**src/rtl/wes_pkg.sv**
```systemverilog
// Shared types, constants and helper functions for the weighted edge store.
package wes_pkg;

  localparam int MAX_VERTICES = 32;
  localparam int WEIGHT_BITS  = 16;
  localparam int RESULT_CAP   = 32;

  localparam int CELLS     = MAX_VERTICES * MAX_VERTICES;
  localparam int ADDR_BITS = $clog2(CELLS);
  localparam int VBITS     = $clog2(MAX_VERTICES);
  localparam int LIM_BITS  = $clog2(MAX_VERTICES + 1);
  localparam int CAP_BITS  = $clog2(RESULT_CAP + 1);
  localparam int CMP_BITS  = (WEIGHT_BITS > 16) ? WEIGHT_BITS : 16;

  localparam int VERT_BITS  = 5;
  localparam int FIELD_BITS = 16;
  localparam int COUNT_BITS = 6;
  localparam int INDEX_BITS = 2;

  typedef logic [ADDR_BITS-1:0]          addr_t;
  typedef logic [VBITS-1:0]              vidx_t;
  typedef logic [LIM_BITS-1:0]           lim_t;
  typedef logic [CAP_BITS-1:0]           cap_t;
  typedef logic [VERT_BITS-1:0]          vport_t;
  typedef logic signed [WEIGHT_BITS-1:0] weight_t;
  typedef logic signed [CMP_BITS-1:0]    cmpw_t;
  typedef logic signed [FIELD_BITS-1:0]  wport_t;

  typedef enum logic [1:0] {
    FUNC_INSERT,
    FUNC_REMOVE,
    FUNC_NEIGHBOURS,
    FUNC_LIGHTEST
  } func_t;

  typedef enum logic [INDEX_BITS-1:0] {
    CFG_DIRECTED,
    CFG_VERTEX_COUNT,
    CFG_CEILING
  } cfg_idx_t;

  typedef enum logic [2:0] {
    ST_CLEAR,
    ST_IDLE,
    ST_DECODE,
    ST_EDGE_FWD,
    ST_EDGE_REV,
    ST_SCAN,
    ST_DRAIN,
    ST_REPORT
  } state_t;

  typedef struct packed {
    logic    present;
    weight_t weight;
  } entry_t;

  typedef struct packed {
    logic   en;
    addr_t  addr;
    entry_t data;
  } mem_wr_t;

  typedef struct packed {
    logic   directed;
    lim_t   limit;
    wport_t ceiling;
  } cfg_t;

  typedef struct packed {
    logic   strobe;
    logic   status;
    logic   found;
    vport_t vertex_a;
    vport_t vertex_b;
    wport_t weight;
    logic   last;
  } res_t;

  function automatic addr_t cell_addr(input vidx_t row, input vidx_t col);
    return addr_t'(int'(row) * MAX_VERTICES + int'(col));
  endfunction

  function automatic weight_t sat_weight(input wport_t w);
    longint hi;
    longint lo;
    longint x;
    hi = (longint'(1) <<< (WEIGHT_BITS - 1)) - 1;
    lo = -hi - 1;
    x  = longint'(w);
    if (x > hi) begin
      return weight_t'(hi);
    end
    if (x < lo) begin
      return weight_t'(lo);
    end
    return weight_t'(x);
  endfunction

  function automatic wport_t port_weight(input cmpw_t w);
    return w[FIELD_BITS-1:0];
  endfunction

endpackage

```
**src/rtl/wes_seq.sv**
```systemverilog
// Sequencer: clearing sweep, edge read-modify-write and matrix scans.
module wes_seq
  import wes_pkg::*;
(
  input  logic          clk,
  input  logic          rst,
  input  logic          start,
  input  logic [1:0]    func,
  input  vport_t        src_vertex,
  input  vport_t        dst_vertex,
  input  wport_t        edge_weight_in,
  input  cfg_t          cfg,
  output logic          busy,
  output res_t          res,
  output mem_wr_t       mem_wr,
  output addr_t         mem_raddr,
  input  entry_t        mem_rdata
);

  state_t  state;
  state_t  state_next;
  func_t   op;
  vport_t  s_q;
  vport_t  d_q;
  weight_t w_q;
  logic    had;
  vidx_t   ri;
  vidx_t   ci;
  logic    rd_vld;
  vidx_t   rd_row;
  vidx_t   rd_col;
  logic    pend_vld;
  vidx_t   pend_col;
  weight_t pend_w;
  cap_t    cnt;
  logic    got;
  cmpw_t   low;
  vidx_t   best_row;
  vidx_t   best_col;
  addr_t   clr_addr;
  res_t    res_next;

  vidx_t s_v;
  vidx_t d_v;
  vidx_t lim_last;
  logic  s_ok;
  logic  d_ok;
  logic  ci_end;
  logic  ri_end;
  logic  nb_take;
  logic  lt_take;
  cmpw_t rd_w;
  entry_t wr_entry;

  assign s_v      = vidx_t'(s_q);
  assign d_v      = vidx_t'(d_q);
  assign lim_last = vidx_t'(cfg.limit - 1'b1);
  assign s_ok     = int'(s_q) < int'(cfg.limit);
  assign d_ok     = int'(d_q) < int'(cfg.limit);
  assign ci_end   = ci == lim_last;
  assign ri_end   = ri == lim_last;
  assign rd_w     = cmpw_t'($signed(mem_rdata.weight));
  assign nb_take  = rd_vld && op == FUNC_NEIGHBOURS && mem_rdata.present
                    && int'(cnt) < RESULT_CAP;
  assign lt_take  = rd_vld && op == FUNC_LIGHTEST && mem_rdata.present && rd_w < low;
  assign wr_entry = '{present: op == FUNC_INSERT, weight: w_q};
  assign busy     = state != ST_IDLE;

  always_comb begin
    state_next = state;
    case (state)
      ST_CLEAR: begin
        if (clr_addr == addr_t'(CELLS - 1)) begin
          state_next = ST_IDLE;
        end
      end
      ST_IDLE: begin
        if (start) begin
          state_next = ST_DECODE;
        end
      end
      ST_DECODE: begin
        case (op)
          FUNC_INSERT, FUNC_REMOVE: state_next = (s_ok && d_ok) ? ST_EDGE_FWD : ST_IDLE;
          FUNC_NEIGHBOURS:          state_next = s_ok ? ST_SCAN : ST_IDLE;
          FUNC_LIGHTEST:            state_next = (cfg.limit != '0) ? ST_SCAN : ST_REPORT;
          default:                  state_next = ST_IDLE;
        endcase
      end
      ST_EDGE_FWD: state_next = ST_EDGE_REV;
      ST_EDGE_REV: state_next = ST_IDLE;
      ST_SCAN: begin
        if (ci_end && (op == FUNC_NEIGHBOURS || ri_end)) begin
          state_next = ST_DRAIN;
        end
      end
      ST_DRAIN:  state_next = ST_REPORT;
      ST_REPORT: state_next = ST_IDLE;
      default:   state_next = ST_IDLE;
    endcase
  end

  always_comb begin
    mem_wr    = '{en: 1'b0, addr: cell_addr(s_v, d_v), data: wr_entry};
    mem_raddr = cell_addr(s_v, d_v);
    res_next  = '0;
    if (nb_take && pend_vld) begin
      res_next.strobe   = 1'b1;
      res_next.found    = 1'b1;
      res_next.vertex_a = vport_t'(pend_col);
      res_next.vertex_b = s_q;
      res_next.weight   = port_weight(cmpw_t'(pend_w));
    end
    case (state)
      ST_CLEAR: begin
        mem_wr = '{en: 1'b1, addr: clr_addr, data: '0};
      end
      ST_DECODE: begin
        if ((op == FUNC_INSERT || op == FUNC_REMOVE) ? !(s_ok && d_ok)
            : (op == FUNC_NEIGHBOURS && !s_ok)) begin
          res_next.strobe = 1'b1;
          res_next.status = 1'b1;
          res_next.last   = 1'b1;
        end
      end
      ST_EDGE_FWD: begin
        mem_wr.en = 1'b1;
      end
      ST_EDGE_REV: begin
        mem_wr.en         = !cfg.directed;
        mem_wr.addr       = cell_addr(d_v, s_v);
        res_next.strobe   = 1'b1;
        res_next.found    = had;
        res_next.vertex_a = s_q;
        res_next.vertex_b = d_q;
        res_next.weight   = (op == FUNC_INSERT) ? port_weight(cmpw_t'(w_q)) : '0;
        res_next.last     = 1'b1;
      end
      ST_SCAN: begin
        mem_raddr = (op == FUNC_NEIGHBOURS) ? cell_addr(s_v, ci) : cell_addr(ri, ci);
      end
      ST_REPORT: begin
        res_next.strobe = 1'b1;
        res_next.last   = 1'b1;
        if (op == FUNC_NEIGHBOURS) begin
          res_next.vertex_b = s_q;
          if (pend_vld) begin
            res_next.found    = 1'b1;
            res_next.vertex_a = vport_t'(pend_col);
            res_next.weight   = port_weight(cmpw_t'(pend_w));
          end
        end else if (got) begin
          res_next.found  = 1'b1;
          res_next.weight = port_weight(low);
          if (!cfg.directed && best_col < best_row) begin
            res_next.vertex_a = vport_t'(best_col);
            res_next.vertex_b = vport_t'(best_row);
          end else begin
            res_next.vertex_a = vport_t'(best_row);
            res_next.vertex_b = vport_t'(best_col);
          end
        end
      end
      default: begin
      end
    endcase
  end

  always_ff @(posedge clk) begin
    if (rst) begin
      state    <= ST_CLEAR;
      clr_addr <= '0;
      rd_vld   <= 1'b0;
      res      <= '0;
    end else begin
      state  <= state_next;
      res    <= res_next;
      rd_vld <= state == ST_SCAN;
      if (state == ST_CLEAR) begin
        clr_addr <= clr_addr + 1'b1;
      end
    end
  end

  always_ff @(posedge clk) begin
    if (state == ST_IDLE && start) begin
      op  <= func_t'(func);
      s_q <= src_vertex;
      d_q <= dst_vertex;
      w_q <= sat_weight(edge_weight_in);
    end
    if (state == ST_DECODE) begin
      ri       <= '0;
      ci       <= '0;
      pend_vld <= 1'b0;
      cnt      <= '0;
      got      <= 1'b0;
      low      <= cmpw_t'(cfg.ceiling);
    end
    if (state == ST_EDGE_FWD) begin
      had <= mem_rdata.present;
    end
    if (state == ST_SCAN) begin
      rd_row <= ri;
      rd_col <= ci;
      ci     <= ci_end ? '0 : ci + 1'b1;
      if (ci_end) begin
        ri <= ri + 1'b1;
      end
    end
    if (nb_take) begin
      pend_vld <= 1'b1;
      pend_col <= rd_col;
      pend_w   <= mem_rdata.weight;
      cnt      <= cnt + 1'b1;
    end
    if (lt_take) begin
      got      <= 1'b1;
      low      <= rd_w;
      best_row <= rd_row;
      best_col <= rd_col;
    end
  end

endmodule

```
**config.mk**
```make
export PLATFORM = sky130hd
export DESIGN_NAME = wes_seq
export DESIGN_NICKNAME = d
export VERILOG_FILES = /design/src/rtl/wes_pkg.sv /design/src/rtl/wes_seq.sv
export SDC_FILE = /design/constraint.sdc
export NUM_CORES = 1
export LEC_CHECK = 0
export BUFFER_PORTS_ARGS = -buffer_cell sky130_fd_sc_hd__buf_2
export CAP_MARGIN = 20
export CORE_AREA = 2 2 124 126
export CTS_CLUSTER_SIZE = 8
export DETAILED_ROUTE_END_ITERATION = 6
export DIE_AREA = 0 0 126 128
export PLACE_DENSITY = 0.77
export SLEW_MARGIN = 5
export SYNTH_ARGS = -nofsm -noshare
export SYNTH_HDL_FRONTEND = slang
export SYNTH_SLANG_ARGS = --single-unit
export TNS_END_PERCENT = 5
```
**constraint.sdc**
```tcl
create_clock -name clk -period 2.7 [get_ports clk]
set_clock_uncertainty 0.15 [all_clocks]
set_input_delay 0.27 -clock clk [delete_from_list [all_inputs] [get_ports clk]]
set_output_delay 0.27 -clock clk [all_outputs]
set_load 0.05 [all_outputs]
```
# Word-level counts from Yosys, hierarchy flattened
# Index checks and enable logic that the tools add are counted.
# classes
n_lt_le_gt_ge	7
bitwise_logic	1
n_eq_ne	17
mux	46
n_reduce_logical	28
addsub	9
# ops
op	count
2-to-1 mux 16 bit	8
2-to-1 mux 27 bit	3
case mux 27 bit (2 select lines)	1
adder 10 x 5 -> 10 bit	4
2-to-1 mux 10 bit	3
2-to-1 mux 5 bit	6
case mux 3 bit (7 select lines)	1
case mux 10 bit (2 select lines)	1
2-to-1 mux 6 bit	3
2-to-1 mux 17 bit	1
greater-than comparator 16 bit (second input constant)	1
less-than comparator 16 bit	1
less-than comparator 16 bit (second input constant)	1
equality test 3 bit (second input constant)	4
logical AND 1 bit	12
less-than comparator 5 x 6 -> 1 bit	2
2-to-1 mux 3 bit	4
adder 10 x 1 -> 10 bit (second input constant)	1
adder 5 x 1 -> 5 bit (second input constant)	2
equality test 10 bit (second input constant)	1
equality test 5 bit	2
case mux 3 bit (3 select lines)	1
2-to-1 mux 1 bit	8
OR reduction 2 bit	4
other kinds (20)	33
# totals
inputBits	71
regBits	148

# Longest topological paths before layout
# depth
depth_word	9
depth_mapped	10
ltp_nobuf	8

# Worst setup path before layout
# OpenSTA, ideal clock, no wires.
# synth_path
path_kind	reg2reg
from	register low[15]
to	register low[0] (enable)
n_path_buf	1
period_less_slack_ns	2.812
required_ns	2.175
path_slack_ns	-0.112
arrival_ns	2.287
path_stages_with_launch	9
path_cell_list	edfxtp_1 > inv_1 > ha_1 > or4b_4 > a21oi_2 > o211ai_2 > o21ai_4 > buf_12 > nand2b_1
# synth_via
elab_chain_len	3
# synth_lines
item	line_no	source
from (decl)	wes_seq.sv:37	cmpw_t low;
from (signal assigned)	wes_seq.sv:198	low <= cmpw_t'(cfg.ceiling);
from (signal assigned)	wes_seq.sv:219	low <= rd_w;
less-than comparator 16 bit	wes_seq.sv:65	assign lt_take = rd_vld && op == FUNC_LIGHTEST && mem_rdata.present && rd_w < low;
logical AND 1 bit	wes_seq.sv:65	
named net lt_take	wes_seq.sv:51	logic lt_take;
nonzero test 2 bit (no source line)	n/a	
# The timed path passes the listed nets, and every way through them passes these cells.
# A chain may end at the register's enable or synchronous reset.

# Worst setup path in the final report
# layout_path
from	input mem_rdata[2] (netlist name)
to	register low[2] (enable)
# layout_via
elab_chain_len	3
# layout_lines
item	line_no	source
from (decl)	wes_seq.sv:17	input entry_t mem_rdata
less-than comparator 16 bit	wes_seq.sv:65	
logical AND 1 bit	wes_seq.sv:65	
nonzero test 2 bit (no source line)	n/a	
# No other way between the ends.

==> impl_metrics.json <==
{
  "yosys.area_share.adder": 0.0550,
  "vias": 5954,
  "final.period_utilization": 0.976,
  "grt_max_degree": 45,
  "detailedRoute.firstIterationViolations": 675,
  "detail_route.wl_per_cell_um": 18.1,
  "antenna_left": 0,
  "synth_top_flop_cell": "edfxtp_1",
  "initial_antenna_violation_count": 0,
  "fin_crit_ns": 2.64,
  "grt_use_met2": 0.384,
  "max_cap_viol_count": 0,
  "fp-row-count": 45,
  "post_synth_instance_area_mm2": 0.00728,
  "timing_worst_setup_path_type": "in -> reg",
  "grt_setup_unrepaired": "false",
  "globalRouteMet3Util": 0.0492,
  "worst_endpoint_data_arrival_time_ns": 2.62,
  "async_sr_flop_fraction": 0,
  "multiInputGateArea_mm2": 0.00302,
  "critical_path.endpoint_type": "flip-flop",
  "finalPower_w": 0.00503,
  "initial_utilization": 0.490,
  "yosysSeqAreaShare": 0.540,
  "n_antenna_cell": 0,
  "finalNetCount": 958,
  "cts_tree": "yes",
  "power_density_over_the_cells_mw_per_mm2": 537,
  "layoutNonFillerInstCount": 1056,
  "timing.final.setup_violations": 0,
  "gp_routability_congestion": 0.866,
  "layout.filler_cells": 1161,
  "ctsRootBufferMaster": "clkbuf_16",
  "muxShareOfSynthArea": 0.0699,
  "die-width_um": 126,
  "drtPass1Iterations": 7,
  "numPlacedInstances": 975,
  "path_clk_slew_ns": 0.06,
  "ys_seq_elements": 148,
  "hold_viol": 0,
  "achievable-frequency_mhz": 379,
  "cts_inserted_buffers": 17,
  "synth_nets": 766,
  "grt_first_pass_wirelength_mm": 29.7,
  "placeableCoreArea_mm2": 0.0149,
  "clock_insertion_delay_worst_skew_ns": 0.42,
  "synth_top_family_by_area": "simple AND/OR/NAND/NOR gates",
  "power.leakage_nw": 3.98,
  "max_slew_headroom": 0.391,
  "timing_worst_slew_pin_value_ns": 0.913,
  "layout-drive-gt1-share": 0.276,
  "place_hpwl_mm": 12.9,
  "final-seq-area_mm2": 0.00393,
  "route.detailed.vias_per_inst": 5.64,
  "worst_setup_path_start_kind": "input port",
  "clkSinkCount": 148,
  "chipHeight_um": 128,
  "most_common_cell_after_layout_fill_and_taps_aside": "buf_2",
  "globalRoute.totalOverflow": 0,
  "synthXorXnorAreaFrac": 0.0332,
  "synth.yosys.warnings": 0,
  "status": "complete, but fails checks",
  "maximum_number_of_buffers_from_clock_root_to_sink": 2,
  "irDropWorstVdd_mv": 0.521,
  "fin_setup_tns_ns": 0,
  "grt_usage": 0.237,
  "critical_path.max_fanout": 22,
  "hp-class": "in -> reg",
  "timing.critical_path.required_ns": 2.69,
  "detail_route.drc_violations": 6,
  "wirelength_mm": 19.2,
  "synthCells": 663,
  "report.final.slew_viol_count": 0,
  "synth_enable_flop_cells": 97,
  "globalRoute.busiestLayer": "met2",
  "placement.io_buffers": 139,
  "design.portCount": 140,
  "floorplan.die_area_mm2": 0.0161,
  "grt_pass1_vias": 5713,
  "most_frequent_cells_in_the_layout": "buf_2 (139), edfxtp_1 (97), nand2_1 (65), nor2_1 (63), dfxtp_1 (51)",
  "syn_area_per_cell_um2": 11.0,
  "violations": "DRC",
  "synth-simple-area-share": 0.138,
  "synth.lib_cells_used.distinct": 53,
  "flow.area_growth_from_synthesis_pct": 28.6,
  "synth_area_in_compound_gates": 0.117,
  "cts_max_level": 4,
  "met1_usage": 0.314
}
metrics by stage:
step,cell area (µm²),hold slack [ns],setup slack (ns),util
after CTS,9350,0.00108,0.00395,0.629
after global routing,9360,0.00913,0.0186,0.630
after detailed placement,8270,0.255,0.0754,0.556
after global placement,8270,0.252,0.146,0.556
final,9360,0.0147,0.0637,0.630
after floorplan,7280,0.219,0.0868,-
synth_stat cells, types with 6 or more instances:
library cell,number,share of area
edfxtp_1,97,0.40
nand2_1,65,0.034
nor2_1,64,0.033
dfxtp_1,51,0.14
clkbuf_1,37,0.019
ha_1,32,0.055
inv_1,32,0.016
o21ai_0,30,0.021
a21oi_1,28,0.019
nor2b_1,20,0.017
mux2_2,19,0.029
mux2i_1,19,0.026
a222oi_1,17,0.023
nand3_1,14,0.0096
xor2_1,14,0.017
nor3_1,13,0.0089
xnor2_1,11,0.013
a211oi_1,7,0.0072
mux2_4,7,0.014
nand4_1,7,0.0060
o211a_1,6,0.0082
timing repair:
item                                   in CTS  in global routing
setup buffers                               0                  0
endpoints found under the hold margin      49                  0
gates resized for setup                     0                  5
hold buffers                               49                  0
setup endpoints to repair                   0                 28
flip-flops by register name, summed over array words and instances (netlist names), 6 cells and up:
register  flops
pend_w       16
res          30
clr_addr     10
cnt           6
w_q          16
low          16
where the power goes:
| part | internal (W) | switching [W] |
|---|---|---|
| clock | 0.00140 | 0.000949 |
| combinational | 0.000144 | 0.000126 |
| sequential | 0.00240 | 0.00000798 |
cells by family (layout without fill, tap and decap cells):
kind of cell    count (synthesis)  after routing
flops                         148            148
compound gates                121            121
buf+inv                        80            285
simple gates                  211            211
xor+xnor                       26             26
mux                            45             45
fa+ha+maj                      32             32
metal layers:
metal / share of wire / wire length, µm
met5: 0 / 0
met4: 0.025 / 487
met3: 0.078 / 1500
met2: 0.48 / 9160
met1: 0.42 / 8010
worst max-delay path: stages:
cell and delay, ns:
dlygate4sd3_1 0.55, buf_2 0.14, ha_1 0.20, a2111oi_1 0.42, a211o_1 0.19, a21oi_1 0.10, o21ai_4 0.20, buf_12 0.21
nand2b_2 0.17, buf_6 0.17
final timing paths:
| path | slack (ns) | depth (start not counted) | endpoint | startpoint |
|---|---|---|---|---|
| min | 0.01 | 2 | low[9] | cfg[9] |
| min reg2reg | 0.27 | 0 | best_row[2] | rd_row[2] |
| max reg2reg | 0.11 | 9 | low[2] | low[15] |
| max | 0.06 | 10 | low[2] | mem_rdata[2] |
final cells by class:
cell class,count,area share
multi-input cells,435,0.323
flip-flops and latches,148,0.420
repair buffers,221,0.155
well taps,188,0.0251
clock inverters,14,0.0164
clock buffers,18,0.0469
inverters,32,0.0128
Power figures use the tool's default switching activity.
